**src/rtl/assert_macros.svh**
```systemverilog
// Assertion macros shared by the list table modules.
`ifndef ASSERT_MACROS_SVH
`define ASSERT_MACROS_SVH

// Property that must hold at every clock edge outside reset.
`define DLT_ASSERT(name, prop, msg) \
  name: assert property (@(posedge clk_i) disable iff (!rst_ni) (prop)) else $error(msg);

// Same-cycle implication.
`define DLT_ASSERT_IMPL(name, pre, post, msg) \
  name: assert property (@(posedge clk_i) disable iff (!rst_ni) (pre) |-> (post)) \
    else $error(msg);

// Next-cycle implication.
`define DLT_ASSERT_NEXT(name, pre, post, msg) \
  name: assert property (@(posedge clk_i) disable iff (!rst_ni) (pre) |=> (post)) \
    else $error(msg);

`endif

```
**src/rtl/dlt_pkg.sv**
```systemverilog
// Types, codes and constants shared by the list table modules.
package dlt_pkg;

  localparam int unsigned DefaultCapacity = 64;

  localparam int unsigned OpW     = 3;
  localparam int unsigned OrdW    = 7;
  localparam int unsigned ValW    = 32;
  localparam int unsigned StatusW = 2;

  typedef enum logic [OpW-1:0] {
    OP_INS_LEFT_END  = 3'd0,
    OP_INS_RIGHT_END = 3'd1,
    OP_DELETE        = 3'd2,
    OP_INS_LEFT_OF   = 3'd3,
    OP_INS_RIGHT_OF  = 3'd4,
    OP_READ_OUT      = 3'd5
  } opcode_e;

  typedef enum logic [StatusW-1:0] {
    STATUS_OK   = 2'd0,
    STATUS_FULL = 2'd1,
    STATUS_BAD  = 2'd2
  } status_e;

  // Kind of result the datapath forms when the controller loads the output.
  typedef enum logic [2:0] {
    RESP_OK,
    RESP_FULL,
    RESP_BAD,
    RESP_INS,
    RESP_ELEM
  } resp_e;

  typedef struct packed {
    logic [OpW-1:0]         opcode;
    logic [OrdW-1:0]        ordinal;
    logic signed [ValW-1:0] item_value;
  } in_item_t;

  typedef struct packed {
    logic [StatusW-1:0]     status;
    logic [OrdW-1:0]        node_ordinal;
    logic signed [ValW-1:0] element_value;
    logic                   is_element;
    logic                   last;
  } out_item_t;

  typedef struct packed {
    logic  capture;
    logic  decode;
    logic  load_links;
    logic  wr_node;
    logic  wr_nbr;
    logic  walk_rd;
    logic  walk_step;
    logic  out_load;
    resp_e resp;
  } dlt_cmd_t;

  typedef struct packed {
    logic [OpW-1:0] op;
    logic           ord_live;
    logic           full;
    logic           list_empty;
    logic           walk_last;
    logic           out_free;
  } dlt_status_t;

endpackage

```
**src/rtl/dlt_ram.sv**
```systemverilog
// Generic memory with one write port and one registered read port.
module dlt_ram #(
  parameter int unsigned Width = 8,
  parameter int unsigned Depth = 64
) (
  input  logic                     clk_i,
  input  logic                     we_i,
  input  logic [$clog2(Depth)-1:0] waddr_i,
  input  logic [Width-1:0]         wdata_i,
  input  logic                     re_i,
  input  logic [$clog2(Depth)-1:0] raddr_i,
  output logic [Width-1:0]         rdata_o
);

  logic [Width-1:0] mem_q [Depth];
  logic [Width-1:0] rdata_q;

  always_ff @(posedge clk_i) begin
    if (we_i) begin
      mem_q[waddr_i] <= wdata_i;
    end
    if (re_i) begin
      rdata_q <= mem_q[raddr_i];
    end
  end

  assign rdata_o = rdata_q;

endmodule

```
**src/rtl/dlt_ctrl.sv**
```systemverilog
// Controller state machine that sequences list operations.
`include "assert_macros.svh"

module dlt_ctrl (
  input  logic                clk_i,
  input  logic                rst_ni,
  input  logic                in_valid_i,
  output logic                in_ready_o,
  input  dlt_pkg::dlt_status_t status_i,
  output dlt_pkg::dlt_cmd_t    cmd_o
);
  import dlt_pkg::*;

  typedef enum logic [2:0] {
    S_IDLE,
    S_DECODE,
    S_LOAD,
    S_WR_NODE,
    S_WR_NBR,
    S_RESP,
    S_WALK_RD,
    S_WALK_EMIT
  } state_e;

  state_e state_q, state_d;
  resp_e  resp_q, resp_d;

  assign in_ready_o = (state_q == S_IDLE);

  always_comb begin
    state_d = state_q;
    resp_d  = resp_q;
    cmd_o   = '0;
    cmd_o.resp = resp_q;
    case (state_q)
      S_IDLE: begin
        if (in_valid_i) begin
          cmd_o.capture = 1'b1;
          state_d       = S_DECODE;
        end
      end
      S_DECODE: begin
        cmd_o.decode = 1'b1;
        case (status_i.op)
          OP_READ_OUT: begin
            resp_d  = RESP_OK;
            state_d = status_i.list_empty ? S_RESP : S_WALK_RD;
          end
          OP_DELETE: begin
            if (!status_i.ord_live) begin
              resp_d  = RESP_BAD;
              state_d = S_RESP;
            end else begin
              resp_d  = RESP_OK;
              state_d = S_LOAD;
            end
          end
          OP_INS_LEFT_OF, OP_INS_RIGHT_OF: begin
            if (!status_i.ord_live) begin
              resp_d  = RESP_BAD;
              state_d = S_RESP;
            end else if (status_i.full) begin
              resp_d  = RESP_FULL;
              state_d = S_RESP;
            end else begin
              resp_d  = RESP_INS;
              state_d = S_LOAD;
            end
          end
          OP_INS_LEFT_END, OP_INS_RIGHT_END: begin
            if (status_i.full) begin
              resp_d  = RESP_FULL;
              state_d = S_RESP;
            end else begin
              resp_d  = RESP_INS;
              state_d = S_WR_NODE;
            end
          end
          default: begin
            resp_d  = RESP_OK;
            state_d = S_RESP;
          end
        endcase
      end
      S_LOAD: begin
        cmd_o.load_links = 1'b1;
        state_d = (status_i.op == OP_DELETE) ? S_WR_NBR : S_WR_NODE;
      end
      S_WR_NODE: begin
        cmd_o.wr_node = 1'b1;
        state_d       = S_WR_NBR;
      end
      S_WR_NBR: begin
        cmd_o.wr_nbr = 1'b1;
        state_d      = S_RESP;
      end
      S_RESP: begin
        if (status_i.out_free) begin
          cmd_o.out_load = 1'b1;
          state_d        = S_IDLE;
        end
      end
      S_WALK_RD: begin
        cmd_o.walk_rd = 1'b1;
        state_d       = S_WALK_EMIT;
      end
      S_WALK_EMIT: begin
        cmd_o.resp = RESP_ELEM;
        if (status_i.out_free) begin
          cmd_o.out_load  = 1'b1;
          cmd_o.walk_step = 1'b1;
          state_d = status_i.walk_last ? S_IDLE : S_WALK_RD;
        end
      end
      default: begin
        state_d = S_IDLE;
      end
    endcase
  end

  always_ff @(posedge clk_i or negedge rst_ni) begin
    if (!rst_ni) begin
      state_q <= S_IDLE;
      resp_q  <= RESP_OK;
    end else begin
      state_q <= state_d;
      resp_q  <= resp_d;
    end
  end

  `DLT_ASSERT_IMPL(a_out_load_free, cmd_o.out_load, status_i.out_free, "output loaded while occupied")
  `DLT_ASSERT_IMPL(a_nbr_order, state_q == S_WR_NBR, $past(state_q) == S_WR_NODE || $past(state_q) == S_LOAD, "neighbor write out of order")

endmodule

```
**src/rtl/dlt_datapath.sv**
```systemverilog
// Datapath: link and value memories, sentinel links, live marks and output register.
`include "assert_macros.svh"

module dlt_datapath #(
  parameter int unsigned CAPACITY = dlt_pkg::DefaultCapacity
) (
  input  logic                 clk_i,
  input  logic                 rst_ni,
  input  dlt_pkg::in_item_t    in_data_i,
  input  dlt_pkg::dlt_cmd_t    cmd_i,
  output dlt_pkg::dlt_status_t status_o,
  input  logic                 out_ready_i,
  output logic                 out_valid_o,
  output dlt_pkg::out_item_t   out_data_o
);
  import dlt_pkg::*;

  localparam int unsigned NW = $clog2(CAPACITY + 2);
  localparam int unsigned IW = $clog2(CAPACITY);
  localparam int unsigned CW = $clog2(CAPACITY + 1);

  localparam logic [NW-1:0] NodeLeft  = '0;
  localparam logic [NW-1:0] NodeRight = NW'(1);

  logic [OpW-1:0]         op_q;
  logic [OrdW-1:0]        ord_q;
  logic signed [ValW-1:0] val_q;
  logic [NW-1:0]          anchor_q, next_q, cur_q;
  logic [NW-1:0]          head_q, tail_q;
  logic [CW-1:0]          cnt_q;
  logic [CAPACITY-1:0]    live_q;
  logic                   out_valid_q;
  out_item_t              out_q, out_d;

  logic [IW-1:0] ord_idx, cnt_idx, cur_idx, next_idx, anchor_idx;
  logic [NW-1:0] new_node, ord_node;
  logic          is_del;

  logic          left_we, right_we, value_we;
  logic [IW-1:0] left_waddr, right_waddr;
  logic [NW-1:0] left_wdata, right_wdata;
  logic          left_re, right_re, value_re;
  logic [IW-1:0] right_raddr;
  logic [NW-1:0] left_rdata, right_rdata;
  logic [ValW-1:0] value_rdata;

  assign ord_idx    = IW'(ord_q - OrdW'(1));
  assign cnt_idx    = cnt_q[IW-1:0];
  assign cur_idx    = IW'(cur_q - NW'(2));
  assign next_idx   = IW'(next_q - NW'(2));
  assign anchor_idx = IW'(anchor_q - NW'(2));
  assign new_node   = NW'(cnt_q) + NW'(2);
  assign ord_node   = NW'(ord_q) + NW'(1);
  assign is_del     = (op_q == OP_DELETE);

  always_comb begin
    left_we     = 1'b0;
    left_waddr  = cnt_idx;
    left_wdata  = anchor_q;
    right_we    = 1'b0;
    right_waddr = cnt_idx;
    right_wdata = next_q;
    value_we    = 1'b0;
    if (cmd_i.wr_node) begin
      left_we  = 1'b1;
      right_we = 1'b1;
      value_we = 1'b1;
    end else if (cmd_i.wr_nbr) begin
      left_we     = (next_q != NodeRight);
      left_waddr  = next_idx;
      left_wdata  = is_del ? anchor_q : new_node;
      right_we    = (anchor_q != NodeLeft);
      right_waddr = anchor_idx;
      right_wdata = is_del ? next_q : new_node;
    end
  end

  assign left_re     = cmd_i.decode;
  assign right_re    = cmd_i.decode | cmd_i.walk_rd;
  assign right_raddr = cmd_i.walk_rd ? cur_idx : ord_idx;
  assign value_re    = cmd_i.walk_rd;

  dlt_ram #(.Width(NW), .Depth(CAPACITY)) u_left_ram (
    .clk_i   (clk_i),
    .we_i    (left_we),
    .waddr_i (left_waddr),
    .wdata_i (left_wdata),
    .re_i    (left_re),
    .raddr_i (ord_idx),
    .rdata_o (left_rdata)
  );

  dlt_ram #(.Width(NW), .Depth(CAPACITY)) u_right_ram (
    .clk_i   (clk_i),
    .we_i    (right_we),
    .waddr_i (right_waddr),
    .wdata_i (right_wdata),
    .re_i    (right_re),
    .raddr_i (right_raddr),
    .rdata_o (right_rdata)
  );

  dlt_ram #(.Width(ValW), .Depth(CAPACITY)) u_value_ram (
    .clk_i   (clk_i),
    .we_i    (value_we),
    .waddr_i (cnt_idx),
    .wdata_i (val_q),
    .re_i    (value_re),
    .raddr_i (cur_idx),
    .rdata_o (value_rdata)
  );

  // Result formed at the moment the controller loads the output register.
  always_comb begin
    out_d      = '0;
    out_d.last = 1'b1;
    case (cmd_i.resp)
      RESP_FULL: out_d.status = STATUS_FULL;
      RESP_BAD:  out_d.status = STATUS_BAD;
      RESP_INS:  out_d.node_ordinal = OrdW'(cnt_q);
      RESP_ELEM: begin
        out_d.node_ordinal  = OrdW'(cur_q) - OrdW'(1);
        out_d.element_value = value_rdata;
        out_d.is_element    = 1'b1;
        out_d.last          = (right_rdata == NodeRight);
      end
      default: out_d.status = STATUS_OK;
    endcase
  end

  assign status_o.op         = op_q;
  assign status_o.ord_live   = (ord_q != '0) && (ord_q <= OrdW'(cnt_q)) && live_q[ord_idx];
  assign status_o.full       = (cnt_q == CW'(CAPACITY));
  assign status_o.list_empty = (head_q == NodeRight);
  assign status_o.walk_last  = (right_rdata == NodeRight);
  assign status_o.out_free   = !out_valid_q || out_ready_i;

  always_ff @(posedge clk_i or negedge rst_ni) begin
    if (!rst_ni) begin
      head_q      <= NodeRight;
      tail_q      <= NodeLeft;
      cnt_q       <= '0;
      live_q      <= '0;
      out_valid_q <= 1'b0;
    end else begin
      if (cmd_i.wr_node) begin
        live_q[cnt_idx] <= 1'b1;
      end
      if (cmd_i.wr_nbr) begin
        if (next_q == NodeRight) begin
          tail_q <= left_wdata;
        end
        if (anchor_q == NodeLeft) begin
          head_q <= right_wdata;
        end
        if (is_del) begin
          live_q[ord_idx] <= 1'b0;
        end else begin
          cnt_q <= cnt_q + CW'(1);
        end
      end
      if (cmd_i.out_load) begin
        out_valid_q <= 1'b1;
      end else if (out_ready_i) begin
        out_valid_q <= 1'b0;
      end
    end
  end

  always_ff @(posedge clk_i) begin
    if (cmd_i.capture) begin
      op_q  <= in_data_i.opcode;
      ord_q <= in_data_i.ordinal;
      val_q <= in_data_i.item_value;
    end
    if (cmd_i.decode) begin
      cur_q <= head_q;
      case (op_q)
        OP_INS_LEFT_END: begin
          anchor_q <= NodeLeft;
          next_q   <= head_q;
        end
        OP_INS_RIGHT_END: begin
          anchor_q <= tail_q;
          next_q   <= NodeRight;
        end
        OP_INS_LEFT_OF:  next_q   <= ord_node;
        OP_INS_RIGHT_OF: anchor_q <= ord_node;
        default: ;
      endcase
    end
    if (cmd_i.load_links) begin
      case (op_q)
        OP_DELETE: begin
          anchor_q <= left_rdata;
          next_q   <= right_rdata;
        end
        OP_INS_LEFT_OF:  anchor_q <= left_rdata;
        OP_INS_RIGHT_OF: next_q   <= right_rdata;
        default: ;
      endcase
    end
    if (cmd_i.walk_step) begin
      cur_q <= right_rdata;
    end
    if (cmd_i.out_load) begin
      out_q <= out_d;
    end
  end

  assign out_valid_o = out_valid_q;
  assign out_data_o  = out_q;

  `DLT_ASSERT(a_ends_agree, (head_q == NodeRight) == (tail_q == NodeLeft), "head and tail disagree on empty list")
  `DLT_ASSERT_IMPL(a_new_slot_free, cmd_i.wr_node, !live_q[cnt_idx], "new node slot already live")
  `DLT_ASSERT_NEXT(a_count_step, cmd_i.wr_nbr && !is_del, cnt_q == CW'($past(cnt_q) + CW'(1)), "insert did not advance count")

endmodule

```
**src/rtl/doubly_linked_list_table.sv**
```systemverilog
// Top level of the doubly linked list table: controller, datapath and ports.
// The block keeps a doubly linked list of up to CAPACITY signed 32-bit values
// between two fixed sentinel ends. Every node is named by its insertion ordinal
// (1 for the first value ever inserted), and slots are never reused, so once
// CAPACITY inserts have been taken every further insert reports full. Each
// input transfer carries one command: insert at the left or right end, insert
// to the left or right of a live node, delete a live node, or read the whole
// list out. Inserts and deletes give exactly one output transfer with last set;
// a successful insert returns the new ordinal, and a dead or out-of-range
// ordinal returns the bad-ordinal status without touching the list (checked
// before fullness). A read out gives one output transfer per element from left
// to right, with last on the final element, or a single empty transfer for an
// empty list; unused opcodes give one all-zero transfer with last set. The
// block works on one command at a time and takes a new input transfer only
// while its controller is idle, but it does so even while the previous result
// still waits in the output register. After the accept and decode steps, an
// insert at either end writes the new node and then its neighbors; an insert
// beside a node and a delete first load the named node's links, and a delete
// writes only the neighbors. Each link memory has a single write port, so the
// node write and the neighbor writes are separate steps. A read out alternates
// a read step and an emit step per element, since the next link comes from the
// registered-read memory. Output stalls hold the result or emit step. Both the
// link and value memories start undefined and need no clearing pass; the
// sentinel links live in flip-flops and reset with the block.
module doubly_linked_list_table #(
  parameter int unsigned CAPACITY = dlt_pkg::DefaultCapacity
) (
  input  logic               clk_i,
  input  logic               rst_ni,
  input  logic               in_valid_i,
  output logic               in_ready_o,
  input  dlt_pkg::in_item_t  in_data_i,
  output logic               out_valid_o,
  input  logic               out_ready_i,
  output dlt_pkg::out_item_t out_data_o
);
  import dlt_pkg::*;

  dlt_cmd_t    cmd;
  dlt_status_t status;

  // The controller decides the sequence of memory steps; it never sees data.
  dlt_ctrl u_ctrl (
    .clk_i      (clk_i),
    .rst_ni     (rst_ni),
    .in_valid_i (in_valid_i),
    .in_ready_o (in_ready_o),
    .status_i   (status),
    .cmd_o      (cmd)
  );

  // The datapath holds the list storage and the output register.
  dlt_datapath #(.CAPACITY(CAPACITY)) u_datapath (
    .clk_i       (clk_i),
    .rst_ni      (rst_ni),
    .in_data_i   (in_data_i),
    .cmd_i       (cmd),
    .status_o    (status),
    .out_ready_i (out_ready_i),
    .out_valid_o (out_valid_o),
    .out_data_o  (out_data_o)
  );

endmodule

```
**config.mk**
```make
export PLATFORM = sky130hd
export DESIGN_NAME = doubly_linked_list_table
export DESIGN_NICKNAME = d
export VERILOG_FILES = /design/src/rtl/dlt_pkg.sv /design/src/rtl/dlt_ram.sv /design/src/rtl/dlt_ctrl.sv /design/src/rtl/dlt_datapath.sv /design/src/rtl/doubly_linked_list_table.sv
export VERILOG_INCLUDE_DIRS = /design/src /design/src/rtl
export SDC_FILE = /design/constraint.sdc
export NUM_CORES = 2
export LEC_CHECK = 0
export BUFFER_PORTS_ARGS = -buffer_cell sky130_fd_sc_hd__buf_2
export CORE_MARGIN = 10
export CORE_UTILIZATION = 60
export CTS_BUF_LIST = sky130_fd_sc_hd__clkbuf_8
export DETAILED_ROUTE_END_ITERATION = 8
export GPL_TIMING_DRIVEN = 0
export PLACE_DENSITY = 0.76
export SKIP_LAST_GASP = 1
export SYNTH_ARGS = -nofsm -noshare
export SYNTH_HDL_FRONTEND = slang
export SYNTH_SLANG_ARGS = --single-unit
```
**constraint.sdc**
```tcl
create_clock -name clk_i -period 11.1 [get_ports clk_i]
set_input_delay 1.665 -clock clk_i [delete_from_list [all_inputs] [get_ports clk_i]]
set_output_delay 1.665 -clock clk_i [all_outputs]
set_load 0.01 [all_outputs]
```
==> report_table.html <==
<table>
<tr><th>Metric</th><th>Value</th></tr>
<tr><th colspan="2">Run status</th></tr>
<tr><td>Run status</td><td>complete, no violations</td></tr>
<tr><th colspan="2">Global route</th></tr>
<tr><td>Global route total overflow</td><td>0</td></tr>
<tr><td>Total Routing Usage GR</td><td>28.8%</td></tr>
<tr><td>First-pass GRT wire length</td><td>461 mm</td></tr>
<tr><td>Number of antenna violations at the first check in global routing</td><td>18</td></tr>
<tr><td>Number of global-route vias before repair</td><td>64500</td></tr>
<tr><td>Maximum number of pins on one net before global-route repair</td><td>75</td></tr>
<tr><th colspan="2">Worst setup path</th></tr>
<tr><td>Crit path capture type</td><td>flip-flop</td></tr>
<tr><td>Critical path launch point type</td><td>flip-flop</td></tr>
<tr><td>Cell with the biggest individual delay on the critical path</td><td>sky130_fd_sc_hd__buf_1</td></tr>
<tr><td>List of cells traversed by the critical path</td><td>clkbuf_1 -&gt; clkbuf_1 -&gt; clkbuf_1 -&gt; buf_1 -&gt; inv_1 -&gt; ha_1 -&gt; buf_2 -&gt; buf_2 -&gt; buf_1 -&gt; mux4_2 -&gt; mux2i_1 -&gt; a21oi_1</td></tr>
<tr><td>Critical path arrival</td><td>8.94 ns</td></tr>
<tr><td>Required arrival time at the worst endpoint</td><td>11.94 ns</td></tr>
<tr><td>Biggest fanout along the worst timing path</td><td>10</td></tr>
<tr><td>Crit path kind</td><td>reg2reg</td></tr>
<tr><td>Delay of the slowest critical-path stage</td><td>0.83 ns</td></tr>
<tr><td>Crit-path most repeated cell</td><td>sky130_fd_sc_hd__clkbuf_1</td></tr>
<tr><th colspan="2">Drt</th></tr>
<tr><td>WL per Instance</td><td>34.1 um</td></tr>
<tr><td>DRC violation total after the first TritonRoute iteration</td><td>9135</td></tr>
<tr><td>Total Wirelength</td><td>325 mm</td></tr>
<tr><td>Via total after detailed routing</td><td>63900</td></tr>
<tr><td>Residual DRC</td><td>0</td></tr>
<tr><td>Count of antenna-violating nets left after detailed routing</td><td>0</td></tr>
<tr><td>TritonRoute pass-1 iters</td><td>7</td></tr>
<tr><td>Detail-routed via count per cell</td><td>6.70</td></tr>
<tr><th colspan="2">STA</th></tr>
<tr><td>Final hold slack</td><td>0.438 ns</td></tr>
<tr><td>Final setup TNS</td><td>0 ns</td></tr>
<tr><td>Slew at the pin with the worst max-slew slack</td><td>1.46 ns</td></tr>
<tr><td>Final Hold Viols</td><td>0</td></tr>
<tr><td>Unrepaired setup endpoints after global routing</td><td>false</td></tr>
<tr><td>Final clock period utilization by the worst path</td><td>73.1%</td></tr>
<tr><td>Max-slew headroom</td><td>2.39%</td></tr>
<tr><td>Max-slew violation count</td><td>0</td></tr>
<tr><td>Final min period</td><td>8.11 ns</td></tr>
<tr><td>Clk_skew</td><td>0.124 ns</td></tr>
<tr><td>Count of endpoints failing setup in the final report</td><td>0</td></tr>
<tr><td>Highest clock rate</td><td>123 MHz</td></tr>
<tr><td>Worst setup slack after layout</td><td>2.99 ns</td></tr>
<tr><th colspan="2">Yosys</th></tr>
<tr><td>Mean instance size in the synthesized netlist</td><td>21.8 sq um</td></tr>
<tr><td>Number of nets in the synthesized netlist</td><td>5774</td></tr>
<tr><td>Post-synthesis instance total</td><td>5708</td></tr>
<tr><td>Prevailing post-synth register cell</td><td>sky130_fd_sc_hd__edfxtp_1</td></tr>
<tr><td>Yosys reg bits</td><td>3187</td></tr>
<tr><td>Area share of the largest cell type after synthesis</td><td>74.5%</td></tr>
<tr><td>Area of the mapped netlist</td><td>124000 sq um</td></tr>
<tr><td>Number of synthesis warnings</td><td>0</td></tr>
<tr><td>Sequential share of the synthesized area</td><td>76.5%</td></tr>
<tr><td>Largest cells by area after synthesis</td><td>sky130_fd_sc_hd__edfxtp_1 (74%), sky130_fd_sc_hd__mux4_2 (14%), sky130_fd_sc_hd__mux2i_1 (4.0%)</td></tr>
<tr><td>Post-synth ARST share</td><td>2.86%</td></tr>
<tr><td>EDFF count, synth</td><td>3082</td></tr>
<tr><td>Library cell with the largest summed area after synthesis</td><td>sky130_fd_sc_hd__edfxtp_1</td></tr>
<tr><td>Distinct cell type count of the synthesized netlist</td><td>67</td></tr>
<tr><th colspan="2">CTS</th></tr>
<tr><td>Clock-pin slew reported for the worst setup and hold paths after clock tree synthesis</td><td>0.06 ns</td></tr>
<tr><td>Sinks on the clock net</td><td>3187</td></tr>
<tr><td>Resized Gates After CTS</td><td>0</td></tr>
<tr><td>H-tree levels</td><td>5</td></tr>
<tr><td>Clock tree from TritonCTS</td><td>built</td></tr>
<tr><td>Inserted Clock Buffers</td><td>487</td></tr>
<tr><td>Clock latency of the later-clocked register in the worst-skew pair</td><td>1.17 ns</td></tr>
<tr><td>Post-CTS Setup Repair Bufs</td><td>0</td></tr>
<tr><td>Number of buffers added to fix hold violations after cts</td><td>0</td></tr>
<tr><td>CTS Buffer Depth</td><td>4</td></tr>
<tr><td>Root Driver</td><td>sky130_fd_sc_hd__clkbuf_8</td></tr>
<tr><th colspan="2">Final layout</th></tr>
<tr><td>Number of nets in the layout</td><td>6504</td></tr>
<tr><td>Share of layout cells above drive strength 1</td><td>27.2%</td></tr>
<tr><td>Most frequent standard cell in the layout excluding fill and tap cells</td><td>sky130_fd_sc_hd__edfxtp_1</td></tr>
<tr><td>Area added between synthesis and finish</td><td>13.3%</td></tr>
<tr><td>Commonest non-fill, non-tap cells in the layout</td><td>sky130_fd_sc_hd__edfxtp_1 (3082), sky130_fd_sc_hd__mux4_2 (773), sky130_fd_sc_hd__mux2i_1 (501)</td></tr>
<tr><td>Finished Core Util</td><td>68.2%</td></tr>
<tr><th colspan="2">Worst hold path</th></tr>
<tr><td>Class of the worst hold path</td><td>in2async</td></tr>
<tr><th colspan="2">Place</th></tr>
<tr><td>Final HPWL DP</td><td>214 mm</td></tr>
<tr><td>Global placement routability congestion</td><td>0.913</td></tr>
<tr><td>Number of buffer cells added on primary ports</td><td>90</td></tr>
<tr><td>Post-Place Setup Slack</td><td>3.01 ns</td></tr>
<tr><th colspan="2">Floorplanning</th></tr>
<tr><td>I/O Pins</td><td>91</td></tr>
<tr><td>Effective utilization at floorplan</td><td>60.2%</td></tr>
<tr><td>Width of the die</td><td>475 um</td></tr>
<tr><td>Die Ht</td><td>475 um</td></tr>
<tr><td>Row count</td><td>167</td></tr>
<tr><td>Std-Cell Core Area</td><td>207000 sq um</td></tr>
<tr><td>Die area</td><td>226000 sq um</td></tr>
<tr><th colspan="2">Pwr</th></tr>
<tr><td>Static leakage power</td><td>0.0464 uW</td></tr>
<tr><td>Pwr dens</td><td>244 nW/um^2</td></tr>
<tr><td>Highest ir drop seen on vdd</td><td>0.000191 V</td></tr>
<tr><th colspan="2">Run</th></tr>
<tr><td>Count of maximum capacitance violations</td><td>0</td></tr>
</table>
## kinds of logic (layout without fill, tap and decap cells)
| family | Yosys count | in the layout | synth area share [%] |
|---|---|---|---|
| AO/OA/AOI/OAI | 260 | 260 | 1.47 |
| XOR/XNOR | 35 | 35 | 0.247 |
| adder cells (fa/ha/maj) | 20 | 20 | 0.201 |
| buffers and inverters | 312 | 1423 | 1.05 |
| flip-flops | 3187 | 3187 | 76.5 |
| multiplexers | 1324 | 1324 | 18.5 |
| other | 0 | 6 | 0 |
| AND/OR/NAND/NOR | 570 | 570 | 2.03 |
## cell type report
cell class,count,area (sq um)
sequential,3187,95100
fill,12200,65800
multi-input combinational,2209,28500
clock buffer,499,6870
timing repair buffer,241,3820
tap,2704,3380
clock inverter,371,1850
buffer,285,1210
inverter,27,101
antenna,6,15.0
## power by group
part | internal, uW | switching (uW)
logic | 4020 | 6580
clock network | 4430 | 4440
registers | 14700 | 239
## registers in the layout, summed over array words and instances, names as in the netlist, 32 cells and up
signal / flops
u_datapath.val_q: 32
u_datapath.out_data_o: 43
u_datapath.u_right_ram.mem_q: 448
u_datapath.u_value_ram.mem_q: 2048
u_datapath.u_value_ram.rdata_o: 32
u_datapath.live_q: 64
u_datapath.u_left_ram.mem_q: 448
## per-stage QoR
stage | total power (uW) | cells | area (sq um)
4_1_cts | 34300 | 9521 | 141000
3_5_place_dp | 25600 | 8651 | 132000
5_1_grt | 35400 | 9524 | 141000
3_3_place_gp | 25100 | 8502 | 128000
2_1_floorplan | 21200 | 5708 | 124000
6_report | 34400 | 9529 | 141000
## layer usage
metal | vias to the layer above | share of wire, % | GRT usage [%]
met3 | 907 | 12 | 8.25
met5 | - | 0.044 | 0
met1 | 32900 | 35 | 37.9
li1 | 25400 | - | -
met2 | 4634 | 48 | 45.3
met4 | 20 | 5.1 | 12.9
## critical path, delay by kind of cell, from the launching register on
| kind | cells | cell delay, ns |
|---|---|---|
| AO/OA/AOI/OAI | 1 | 0.15 |
| adder cells (fa/ha/maj) | 1 | 0.76 |
| buffers and inverters | 8 | 5.30 |
| flip-flops | 1 | 0.35 |
| multiplexers | 2 | 1.21 |
## cell usage after synthesis, drive strengths merged (4+ instances only)
cell type,number
mux2i,501
mux2,50
a21oi,63
dfrtp,90
clkbuf,130
nor3,23
nor2,277
a222oi,6
a221oi,9
a21boi,4
a211oi,10
nor2b,20
nand3b,4
o21ai,30
nand4,4
and2,41
xor2,12
a21o,6
nand3,54
a22oi,8
a2bb2oi,56
edfxtp,3082
nor3b,4
xnor2,23
a31oi,7
o21a,9
nand2b,4
dfxtp,14
inv,25
nand2,123
o22ai,17
mux4,773
o31ai,8
ha,20
buf,155
or4b,4
## worst paths after layout
check,from,slack [ns],depth (start not counted),end
max,u_datapath.cur_q[1],2.99,12,u_datapath.u_value_ram.rdata_o[16]
min,rst_ni,0.44,1,u_datapath.tail_q[2]
max reg2reg,u_datapath.cur_q[1],2.99,12,u_datapath.u_value_ram.rdata_o[16]
min reg2reg,u_datapath.u_value_ram.rdata_o[4],0.50,1,u_datapath.out_data_o[6]
max in group asynchronous,rst_ni,9.99,2,u_datapath.live_q[12]
min in group clk_i,u_datapath.u_value_ram.rdata_o[4],0.50,1,u_datapath.out_data_o[6]
No activity file was read; power rests on OpenSTA's default activity.
